`src/mf3_pkg.sv`:
```
// Shared constants and types of the 3x3 median filter.
package mf3_pkg;

  localparam int MAX_WIDTH  = 4096;
  localparam int COL_W      = (MAX_WIDTH > 1) ? $clog2(MAX_WIDTH) : 1;
  localparam int WCFG_W     = 13;
  localparam int HCFG_W     = 16;
  localparam int ROW_W      = HCFG_W + 1;
  localparam int WV_W       = ($clog2(MAX_WIDTH + 1) > WCFG_W) ? $clog2(MAX_WIDTH + 1) : WCFG_W;
  localparam int CFG_DATA_W = 16;
  localparam int CFG_IDX_W  = 1;

  localparam logic [CFG_IDX_W-1:0] REG_IMAGE_WIDTH  = 1'b0;
  localparam logic [CFG_IDX_W-1:0] REG_IMAGE_HEIGHT = 1'b1;

  localparam logic [WCFG_W-1:0] WIDTH_RESET  = 13'd3840;
  localparam logic [HCFG_W-1:0] HEIGHT_RESET = 16'd2160;

  typedef logic [7:0] pix_t;
  typedef pix_t [2:0] col_t;

  typedef struct packed {
    pix_t             p;
    logic [COL_W-1:0] addr;
    logic             col0;
    logic             lft;
    logic             top;
    logic             bot;
    logic             emit;
    logic             last;
  } item_t;

endpackage

```
`src/mf3_median9.sv`:
```
// Median of a 3x3 window by row sorts and a final three-way sort.
module mf3_median9
  import mf3_pkg::*;
(
  input  col_t left_i,
  input  col_t center_i,
  input  col_t right_i,
  output pix_t median_o
);

  typedef struct packed {
    pix_t lo;
    pix_t md;
    pix_t hi;
  } sort3_t;

  function automatic sort3_t sort3(input pix_t a, input pix_t b, input pix_t c);
    pix_t   l1;
    pix_t   h1;
    pix_t   l2;
    sort3_t r;
    l1   = (a < b) ? a : b;
    h1   = (a < b) ? b : a;
    l2   = (h1 < c) ? h1 : c;
    r.hi = (h1 < c) ? c : h1;
    r.lo = (l1 < l2) ? l1 : l2;
    r.md = (l1 < l2) ? l2 : l1;
    return r;
  endfunction

  sort3_t row0, row1, row2, mids, fin;
  pix_t   mx, mn;

  always_comb begin
    row0 = sort3(left_i[0], center_i[0], right_i[0]);
    row1 = sort3(left_i[1], center_i[1], right_i[1]);
    row2 = sort3(left_i[2], center_i[2], right_i[2]);
    mx = row0.lo;
    if (row1.lo > mx) mx = row1.lo;
    if (row2.lo > mx) mx = row2.lo;
    mn = row0.hi;
    if (row1.hi < mn) mn = row1.hi;
    if (row2.hi < mn) mn = row2.hi;
    mids = sort3(row0.md, row1.md, row2.md);
    fin  = sort3(mx, mids.md, mn);
  end

  assign median_o = fin.md;

endmodule

```
`config.mk`:
```
export PLATFORM = sky130hd
export DESIGN_NAME = mf3_median9
export DESIGN_NICKNAME = d
export VERILOG_FILES = /design/src/mf3_pkg.sv /design/src/mf3_median9.sv
export SDC_FILE = /design/constraint.sdc
export NUM_CORES = 1
export LEC_CHECK = 0
export BUFFER_PORTS_ARGS = -buffer_cell sky130_fd_sc_hd__buf_2
export CAP_MARGIN = 30
export CORE_MARGIN = 3
export CORE_UTILIZATION = 57
export DETAILED_ROUTE_END_ITERATION = 12
export GPL_ROUTABILITY_DRIVEN = 1
export PLACE_DENSITY = 0.81
export SYNTH_ARGS = -nofsm -noshare
export SYNTH_HDL_FRONTEND = slang
export SYNTH_SLANG_ARGS = --single-unit
```
`constraint.sdc`:
```
create_clock -name vclk -period 26.3
set_input_delay 5.26 -clock vclk [all_inputs]
set_output_delay 5.26 -clock vclk [all_outputs]
set_load 0.01 [all_outputs]
```
==> impl_metrics.tcl <==
set metrics [dict create \
    grt_overflow 0 \
    place_inst 1310 \
    hold_violations 0 \
    die-area_sq_mm 0.0138 \
    vias 8133 \
    hold_class "input pin to primary output" \
    path_max_fanout 9 \
    instances_no_fill 1329 \
    synth_top_family_by_area "compound AO/OA/AOI/OAI gates" \
    end_kind "primary output" \
    cap_violations 0 \
    seq_cells 0 \
    antenna_found_initial 0 \
    post-route-period-util 0.968 \
    setup_viol_count_final 0 \
    hold_start "right_i[20]" \
    crit_type "input pin to primary output" \
    pre_cts_slack_ns -0.753 \
    coreArea_sq_mm 0.0121 \
    syn_nets 1257 \
    dr.pass1.iters 5 \
    port_buffers 80 \
    ff_latch_area_sq_um 0 \
    drt_iter0_drc 740 \
    wl_per_cell_microns 16.2 \
    syn_area_sq_mm 0.00707 \
    synth-compound-area-share 0.346 \
    yosys.area_share.simple 0.186 \
    rows 40 \
    design_area_sq_mm 0.00819 \
    start_kind "input pin" \
    synthXorXnorAreaFrac 0.00124 \
    syn_inst 1058 \
    grt_max_degree 29 \
    dpl_cell_area_sq_mm 0.00785 \
    synth_warnings 0 \
    max_slew.worst_pin.slew_ns 0.907 \
    clkbuf_count 0 \
    hold_end "median_o[4]" \
    diodes 0 \
    crit_slowest_cell "or3_4" \
    synth_seq_area_share 0 \
    cp_data_arrival_time_ns 20.20 \
    crit_required_ns 21.04 \
    report.final.slew_viol_count 0 \
    synth.avg_cell_area_sq_um 6.68 \
    max_stage_delay_ns 0.41 \
    drt-total-wl_mm 21.5 \
    status "complete, no violations" \
    dpl.hpwl_mm 17.8 \
    fmax_ghz 0.0393 \
    layout-drive-gt1-share 0.191 \
    die_x_microns 117 \
    drc_errors 0 \
    hold_depth 7 \
    relSlewSlack 0.391 \
    grt_pass1_wl_mm 33.9 \
    yosysUniqueCellTypes 85 \
    via_per_inst 6.12 \
    io_pins 80 \
    die_h_microns 117 \
    synthAdderAreaFrac 0.225 \
    synthMuxAreaShare 0.149 \
    initial_utilization 0.586 \
    ant_nets 0 \
    place_congestion 0.981 \
    cp_common_cell "ha_1" \
    syn2layout_area_growth_pct 15.8 \
    fin_ws_ns 0.843 \
    layout_min_cycle_time_ns 25.46 \
    nets 1362 \
    grt_pass1_vias 7429 \
    grt_usage 0.283 \
]
stage by stage:
| stage | hold WS (ns) | TNS, ns | util |
|---|---|---|---|
| CTS | 11.31 | 0 | 0.653 |
| detailed placement | 11.31 | -5.83 | 0.651 |
| finish | 11.30 | 0 | 0.679 |
| global route | 11.35 | -1.66 | 0.679 |
| global placement | 11.29 | -1.80 | 0.651 |
| floorplan | 11.04 | 0 | - |
timing repair:
item / 4_1_cts / 5_1_grt
endpoints found under the setup margin: 8 / 8
gates resized for setup: 11 / 49
hold buffers: 0 / 0
cloned: 0 / 4
pin swaps: 1 / 12
setup buffers: 1 / 14
metal layers:
metal	global-route usage	wire length, microns	vias up	share of wire
met2	0.508	10200	329	0.47
li1	-	-	4066	-
met1	0.364	9100	3676	0.42
met4	0.0828	801	0	0.037
met3	0.0198	1420	62	0.066
met5	0	0	-	0
worst max-delay path by stage:
stage,start,to,slack [ns],cells past startpoint
after floorplan,center_i[7],median_o[0],0.16,82
after global placement,center_i[7],median_o[0],-0.25,74
after detailed placement,center_i[7],median_o[0],-0.75,74
after CTS,center_i[1],median_o[0],0.02,75
after global routing,center_i[5],median_o[1],-0.23,79
final,center_i[1],median_o[0],0.84,76
cell type report:
class	instances	area, sq um
inverters	134	503
fillers	1091	3870
well taps	168	210
repair buffers	138	850
multi-input cells	889	6630
kinds of logic (layout without fill, tap and decap cells):
family	Yosys count	in the layout
AOI/OAI and AO/OA	369	371
xor gates and xnor gates	1	1
muxes	101	101
and+or+nand+nor	289	289
buffers and inverters	171	272
adders and majority gates	127	127
Yosys cell counts (all sizes together), types with 9 or more instances:
master | instances | area, sq um
ha | 127 | 1590
a31oi | 12 | 75.1
nor3 | 12 | 60.1
mux2 | 19 | 218
nand2 | 97 | 367
nor2 | 98 | 368
and3 | 9 | 56.3
o21a | 12 | 90.1
mux2i | 82 | 833
nand3 | 19 | 108
inv | 134 | 503
o21ai | 109 | 549
buf | 13 | 67.6
a211oi | 14 | 123
a21oi | 102 | 533
nand2b | 12 | 77.6
a21o | 45 | 338
clkbuf | 24 | 90.1
nand4 | 15 | 93.8
placed cells by master, fill, tap and decap left out, drive strengths merged, types with 9 or more instances in the layout:
master / Yosys / layout
inv: 134 / 134
nand2b: 12 / 12
o21a: 12 / 12
mux2: 19 / 19
a21oi: 102 / 102
nor3: 12 / 12
mux2i: 82 / 82
o21ai: 109 / 110
a31oi: 12 / 13
buf: 13 / 138
nand4: 15 / 15
a211oi: 14 / 14
nand3: 19 / 19
nor2: 98 / 98
nand2: 97 / 97
and3: 9 / 9
ha: 127 / 127
a21o: 45 / 45
worst max-delay path: cells and delay by family:
| family | cells | cell delay (ns) |
|---|---|---|
| buffers and inverters | 9 | 1.27 |
| AOI/OAI and AO/OA | 32 | 6.55 |
| and+or+nand+nor | 22 | 3.50 |
| adders and majority gates | 9 | 2.61 |
| muxes | 4 | 0.99 |
Power is left out: the tool's default activity adds up to more than one toggle a clock period on the data nets, which glitch-free logic cannot reach.
