[src/mf3_pkg.sv]
// Shared constants and types of the 3x3 median filter.
package mf3_pkg;

  localparam int MAX_WIDTH  = 4096;
  localparam int COL_W      = (MAX_WIDTH > 1) ? $clog2(MAX_WIDTH) : 1;
  localparam int WCFG_W     = 13;
  localparam int HCFG_W     = 16;
  localparam int ROW_W      = HCFG_W + 1;
  localparam int WV_W       = ($clog2(MAX_WIDTH + 1) > WCFG_W) ? $clog2(MAX_WIDTH + 1) : WCFG_W;
  localparam int CFG_DATA_W = 16;
  localparam int CFG_IDX_W  = 1;

  localparam logic [CFG_IDX_W-1:0] REG_IMAGE_WIDTH  = 1'b0;
  localparam logic [CFG_IDX_W-1:0] REG_IMAGE_HEIGHT = 1'b1;

  localparam logic [WCFG_W-1:0] WIDTH_RESET  = 13'd3840;
  localparam logic [HCFG_W-1:0] HEIGHT_RESET = 16'd2160;

  typedef logic [7:0] pix_t;
  typedef pix_t [2:0] col_t;

  typedef struct packed {
    pix_t             p;
    logic [COL_W-1:0] addr;
    logic             col0;
    logic             lft;
    logic             top;
    logic             bot;
    logic             emit;
    logic             last;
  } item_t;

endpackage

[src/mf3_ctrl.sv]
// Configuration registers and frame position counters.
module mf3_ctrl
  import mf3_pkg::*;
(
  input  logic                  clk_i,
  input  logic                  rst_ni,
  input  logic                  cfg_valid_i,
  input  logic [CFG_IDX_W-1:0]  cfg_index_i,
  input  logic [CFG_DATA_W-1:0] cfg_data_i,
  input  logic                  accept_i,
  input  logic                  cmd_i,
  input  pix_t                  pixel_i,
  output logic                  act_o,
  output item_t                 item_o
);

  localparam logic [WV_W-1:0] MAXW_V = WV_W'(MAX_WIDTH);

  logic [WCFG_W-1:0] width_q;
  logic [HCFG_W-1:0] height_q;
  logic [COL_W-1:0]  in_col_q, in_col_d, out_col_q, out_col_d;
  logic [ROW_W-1:0]  in_row_q, in_row_d, out_row_q, out_row_d;

  logic [WV_W-1:0]   wv, wm1, oc1, ci;
  logic [HCFG_W-1:0] hv, hm1;
  logic [ROW_W-1:0]  r1, h1, hr;
  logic [COL_W-1:0]  c1;
  logic              col_ge, end_now, drain, ignore, emit;

  always_comb begin
    if (width_q == '0) begin
      wv = WV_W'(1);
    end else if (WV_W'(width_q) > MAXW_V) begin
      wv = MAXW_V;
    end else begin
      wv = WV_W'(width_q);
    end
    hv  = (height_q == '0) ? HCFG_W'(1) : height_q;
    wm1 = wv - 1'b1;
    hm1 = hv - 1'b1;

    col_ge  = WV_W'(in_col_q) >= wv;
    c1      = col_ge ? '0 : in_col_q;
    r1      = col_ge ? in_row_q + 1'b1 : in_row_q;
    hr      = ROW_W'(hv);
    h1      = hr + 1'b1;
    end_now = (r1 > h1) || ((r1 == h1) && (c1 != '0));
    drain   = r1 >= hr;
    ignore  = !drain && cmd_i;
    emit    = (r1 >= ROW_W'(2)) || ((r1 == ROW_W'(1)) && (c1 != '0));
    oc1     = WV_W'(out_col_q) + 1'b1;
    ci      = WV_W'(c1) + 1'b1;

    act_o       = !end_now && !ignore;
    item_o.p    = drain ? '0 : pixel_i;
    item_o.addr = c1;
    item_o.col0 = (c1 == '0);
    item_o.lft  = (out_col_q == '0);
    item_o.top  = (out_row_q == '0);
    item_o.bot  = out_row_q >= ROW_W'(hm1);
    item_o.emit = emit;
    item_o.last = (out_row_q == ROW_W'(hm1)) && (WV_W'(out_col_q) == wm1);
  end

  always_comb begin
    in_col_d  = in_col_q;
    in_row_d  = in_row_q;
    out_col_d = out_col_q;
    out_row_d = out_row_q;
    if (accept_i) begin
      if (end_now) begin
        in_col_d  = '0;
        in_row_d  = '0;
        out_col_d = '0;
        out_row_d = '0;
      end else if (ignore) begin
        in_col_d = c1;
        in_row_d = r1;
      end else begin
        if (emit) begin
          if (oc1 >= wv) begin
            out_col_d = '0;
            out_row_d = out_row_q + 1'b1;
          end else begin
            out_col_d = oc1[COL_W-1:0];
          end
        end
        if (r1 == h1) begin
          in_col_d  = '0;
          in_row_d  = '0;
          out_col_d = '0;
          out_row_d = '0;
        end else if (ci >= wv) begin
          in_col_d = '0;
          in_row_d = r1 + 1'b1;
        end else begin
          in_col_d = ci[COL_W-1:0];
          in_row_d = r1;
        end
      end
    end
  end

  always_ff @(posedge clk_i or negedge rst_ni) begin
    if (!rst_ni) begin
      width_q   <= WIDTH_RESET;
      height_q  <= HEIGHT_RESET;
      in_col_q  <= '0;
      in_row_q  <= '0;
      out_col_q <= '0;
      out_row_q <= '0;
    end else begin
      if (cfg_valid_i) begin
        case (cfg_index_i)
          REG_IMAGE_WIDTH:  width_q  <= cfg_data_i[WCFG_W-1:0];
          REG_IMAGE_HEIGHT: height_q <= cfg_data_i[HCFG_W-1:0];
          default: ;
        endcase
      end
      in_col_q  <= in_col_d;
      in_row_q  <= in_row_d;
      out_col_q <= out_col_d;
      out_row_q <= out_row_d;
    end
  end

endmodule
[config.mk]
export PLATFORM = sky130hd
export DESIGN_NAME = mf3_ctrl
export DESIGN_NICKNAME = d
export VERILOG_FILES = /design/src/mf3_pkg.sv /design/src/mf3_ctrl.sv
export SDC_FILE = /design/constraint.sdc
export NUM_CORES = 1
export LEC_CHECK = 0
export BUFFER_PORTS_ARGS = -buffer_cell sky130_fd_sc_hd__buf_2
export CORE_MARGIN = 2
export CORE_UTILIZATION = 55
export CTS_CLUSTER_DIAMETER = 50
export DETAILED_ROUTE_END_ITERATION = 7
export GPL_TIMING_DRIVEN = 1
export PLACE_DENSITY = 0.73
export SLEW_MARGIN = 20
export SYNTH_ARGS = -nofsm -noshare
export SYNTH_HDL_FRONTEND = slang
export SYNTH_SLANG_ARGS = --single-unit
[constraint.sdc]
create_clock -name clk_i -period 8.7 [get_ports clk_i]
set_input_delay 0 -clock clk_i [delete_from_list [all_inputs] [get_ports clk_i]]
set_output_delay 0 -clock clk_i [all_outputs]
set_load 0.005 [all_outputs]
==> results_tabular.tex <==
\begin{tabular}{lr}
\hline
Metric & Value \\
\hline
\multicolumn{2}{l}{\textbf{STA}} \\
Number of failing hold endpoints at the final stage & 0 \\
Slew at the pin closest to its max-slew limit & around 0.76 ns \\
Pins Over Slew Limit & 0 \\
Min cycle time layout & 6.79 ns \\
Headroom to the max-slew limit & between 40\% and 50\% \\
Part of the cycle the worst path needs & between 70 and 80\% \\
RSZ-0062 raised after global routing & false \\
Final setup violation count & 0 \\
Slack of the critical path & approximately 1.9 ns \\
Setup Skew & about 0.0097 ns \\
Max Freq & around 0.15 GHz \\
Setup Total Neg Slack & 0 ns \\
\multicolumn{2}{l}{\textbf{Finish}} \\
Number of standard cells in the layout, taps in and fillers out & 1273 \\
Antenna diode instance count & 0 \\
Multi-input gate area & a little over 6000 um2 \\
Most common library cell in the layout ignoring fill and taps & sky130\_fd\_sc\_hd\_\_ha\_1 \\
Leading cell types in the layout, fill and taps excluded & sky130\_fd\_sc\_hd\_\_ha\_1, sky130\_fd\_sc\_hd\_\_nand2\_1, sky130\_fd\_sc\_hd\_\_dfrtp\_1 \\
Fin nets & 1187 \\
Share of final-layout standard cells stronger than drive strength 1 & a little over an eighth \\
FF/Latch Area & $\sim$2200 um2 \\
Synthesis-to-finish area growth & 9.92\% \\
Fill cell total of the finished layout & 1325 \\
Post-route cell area & around 9500 um2 \\
\multicolumn{2}{l}{\textbf{Synth}} \\
Cell area after synthesis & 8630 um2 \\
Post-synthesis compound-gate area fraction & $\sim$18\% \\
Post-synthesis cell count & roughly 1000 \\
Basic-gate share of the synthesized area counting and, or, nand and nor cells & 24.0\% \\
Netlist cell types & 85 \\
Post-synthesis adder-cell area fraction & approximately 14\% \\
Parity-gate share of the synthesized area counting xor and xnor cells & about 10\% \\
Syn. warnings & 0 \\
Post-synth EDFFs & 0 \\
Number of nets in the synthesized netlist & 1142 \\
Async SR Flop Fraction & 100\% \\
Synthesized area per cell & roughly 8.5 um2 \\
FF+latch count, synth & 87 \\
Combinational family with the most area after synthesis & simple AND/OR/NAND/NOR gates \\
Sequential cell area fraction in the yosys report & $\sim$25\% \\
Mux share of post-synthesis cell area & 4.00\% \\
Flip-flop cell with the highest count after synthesis & sky130\_fd\_sc\_hd\_\_dfrtp\_1 \\
\multicolumn{2}{l}{\textbf{Worst setup path}} \\
Startpoint type of the worst setup path & register \\
Slowest cell on the critical path & sky130\_fd\_sc\_hd\_\_nor4b\_1 \\
CP Capture Type & register \\
Most numerous cell on the critical path & sky130\_fd\_sc\_hd\_\_ha\_1 \\
Buffer and inverter count on the worst path & 2 \\
Top Family by Delay on Critical Path & simple AND/OR/NAND/NOR gates \\
Data arrival time at the worst-slack endpoint & around 7.1 ns \\
Setup Crit Path Kind & reg2reg \\
Required time of the critical path & about 9.0 ns \\
CP Max Fanout & 25 \\
Largest incremental delay on the critical path & roughly 0.63 ns \\
\multicolumn{2}{l}{\textbf{Floorplan}} \\
Rows & 45 \\
Starting Density & around 57\% \\
Top Ports & 57 \\
Die Area & approximately 17000 um2 \\
Die width & $\sim$130 um \\
Floorplan core area & 15300 um2 \\
Die height & approximately 130 um \\
\multicolumn{2}{l}{\textbf{Run status}} \\
Run status & complete, no violations \\
\multicolumn{2}{l}{\textbf{Global routing}} \\
Pin count of the biggest net entering global routing & 46 \\
GRT Overall Usage & about 28\% \\
Antenna violations before repair & 0 \\
Number of global-route vias before repair & 7240 \\
First-pass GRT wire length & approximately 37000 um \\
Sum of overflow across all layers after global routing & 0 \\
\multicolumn{2}{l}{\textbf{Drt}} \\
Final routed wire length divided by cell count & between 15 and 20 um \\
Routed vias/inst & slightly above 6 \\
Wire length reported by the detailed router & between 20000 and 25000 um \\
Detailed-routing iteration count for the pre-antenna-repair pass & 7 \\
Number of design rule violations left after detail routing & 0 \\
First-iteration detailed-routing DRC count & 661 \\
Via Count & between 7000 and 8000 \\
Post-route antenna net violation count & 0 \\
\multicolumn{2}{l}{\textbf{CTS}} \\
Bufs on Longest Clock Path & 2 \\
Cell chosen for the clock root & sky130\_fd\_sc\_hd\_\_clkbuf\_16 \\
TritonCTS Buffers & 9 \\
TritonCTS clock tree & yes \\
Clock-pin slew on the worst setup and hold paths & 0.07 ns \\
CTS H-tree lvls & 3 \\
Insertion delay of the later-clocked pin in the worst-skew pair & 0.36 ns \\
Sinks on the clock net & 87 \\
\multicolumn{2}{l}{\textbf{Placed design}} \\
Worst setup slack before clock tree synthesis & between 2 and 2.5 ns \\
I/O Buffers & between 50 and 60 \\
Instance area after placement & roughly 9000 um2 \\
Final weighted congestion of routability-driven global placement & slightly below 1 \\
Post-placement cell count & approximately 1200 \\
Detailed placer's ending HPWL & around 17000 um \\
\multicolumn{2}{l}{\textbf{Power}} \\
Post-layout total power & approximately 1.8 mW \\
Pwr Density & roughly 190 nW/um2 \\
Leakage power & approximately 4.3 nW \\
Worst-case vdd ir drop & between 0.0001 and 0.00015 V \\
\multicolumn{2}{l}{\textbf{Run}} \\
Count of maximum capacitance violations & 0 \\
\multicolumn{2}{l}{\textbf{Worst hold path}} \\
Hold WC Path Type & in2reg \\
\hline
\end{tabular}
cells in the mapped netlist, types with 10 or more instances:
cell type	instances	share of area [%]
sky130_fd_sc_hd__ha_1	100	14
sky130_fd_sc_hd__nand2_1	91	4.0
sky130_fd_sc_hd__dfrtp_1	79	23
sky130_fd_sc_hd__xnor2_1	74	7.5
sky130_fd_sc_hd__nor2_1	60	2.6
sky130_fd_sc_hd__o21ai_0	57	3.3
sky130_fd_sc_hd__nand3_1	45	2.6
sky130_fd_sc_hd__inv_1	43	1.9
sky130_fd_sc_hd__a21oi_1	37	2.1
sky130_fd_sc_hd__clkbuf_1	31	1.3
sky130_fd_sc_hd__mux2_2	28	3.7
sky130_fd_sc_hd__a21o_1	27	2.3
sky130_fd_sc_hd__and2_1	24	1.7
sky130_fd_sc_hd__xor2_1	23	2.3
sky130_fd_sc_hd__nand2b_1	22	1.6
sky130_fd_sc_hd__nand4_1	22	1.6
sky130_fd_sc_hd__and3_1	20	1.4
sky130_fd_sc_hd__nor3_1	19	1.1
sky130_fd_sc_hd__nor4_1	19	1.4
sky130_fd_sc_hd__o21ai_1	14	0.81
sky130_fd_sc_hd__a22o_1	13	1.3
sky130_fd_sc_hd__or3_1	12	0.87
sky130_fd_sc_hd__a211oi_1	10	0.87
what timing repair did:
item,4_1_cts,5_1_grt
hold endpoints to repair,70,0
hold buffers,17,0
endpoints found under the setup margin,0,0
resized for setup,0,0
setup buffers,0,0
worst min-delay path: cells and delay by family:
family          cells  cell delay, ns
buf+inv             1            0.10
simple gates        1            0.13
compound gates      1            0.17
area by class of cell:
cell class                      count  share of cell area [%]
Clock buffer                        9                    2.37
Clock inverter                      7                   0.686
Inverter                           46                    1.82
Multi-Input combinational cell    836                    64.2
Sequential cell                    87                    23.1
Tap cell                          211                    2.78
Timing Repair Buffer               77                    5.09
metal layers:
layer  wire length (um)  GRT usage (%)  share of wire (%)
met1              10900           40.8                 48
met3               1180           3.76                5.2
met5                  0              0                  0
met4                499           9.40                2.2
met2              10100           43.4                 44
flip-flops by register name (all words and copies together), names as in the netlist:
register   cells
width_q       13
out_row_q     17
height_q      16
in_row_q      17
in_col_q      12
out_col_q     12
cells by family after synthesis:
| logic type | count (synthesis) |
|---|---|
| adder cells (fa/ha/maj) | 100 |
| buffers and inverters | 89 |
| AO/OA/AOI/OAI | 224 |
| multiplexers | 31 |
| XOR/XNOR | 98 |
| AND/OR/NAND/NOR | 383 |
| flip-flops | 87 |
power by group:
| group | total, mW | switching, mW | internal, mW |
|---|---|---|---|
| Combinational | 0.851 | 0.471 | 0.381 |
| Clock | 0.385 | 0.186 | 0.199 |
| Sequential | 0.605 | 0.131 | 0.474 |
path summary, 6_finish.rpt:
check / startpoint / to / slack [ns] / cells past startpoint
min in group asynchronous: rst_ni / in_row_q[10] / 0.18 / 2
max reg2reg: width_q[7] / in_col_q[7] / 1.91 / 25
min reg2reg: out_row_q[8] / out_row_q[8] / 0.56 / 1
min: cfg_index_i / width_q[12] / 0.08 / 3
max: width_q[7] / in_col_q[7] / 1.91 / 25
max in group asynchronous: rst_ni / out_col_q[6] / 7.53 / 3
stage by stage:
stage | hold WS, ns | utilization, %
2_1_floorplan | -0.296 | -
3_3_place_gp | 0.0389 | 59.1
3_5_place_dp | 0.0358 | 59.1
4_1_cts | 0.0814 | 62.1
5_1_grt | 0.138 | 62.2
6_report | 0.0753 | 62.2
No activity file was read; power rests on OpenSTA's default activity.
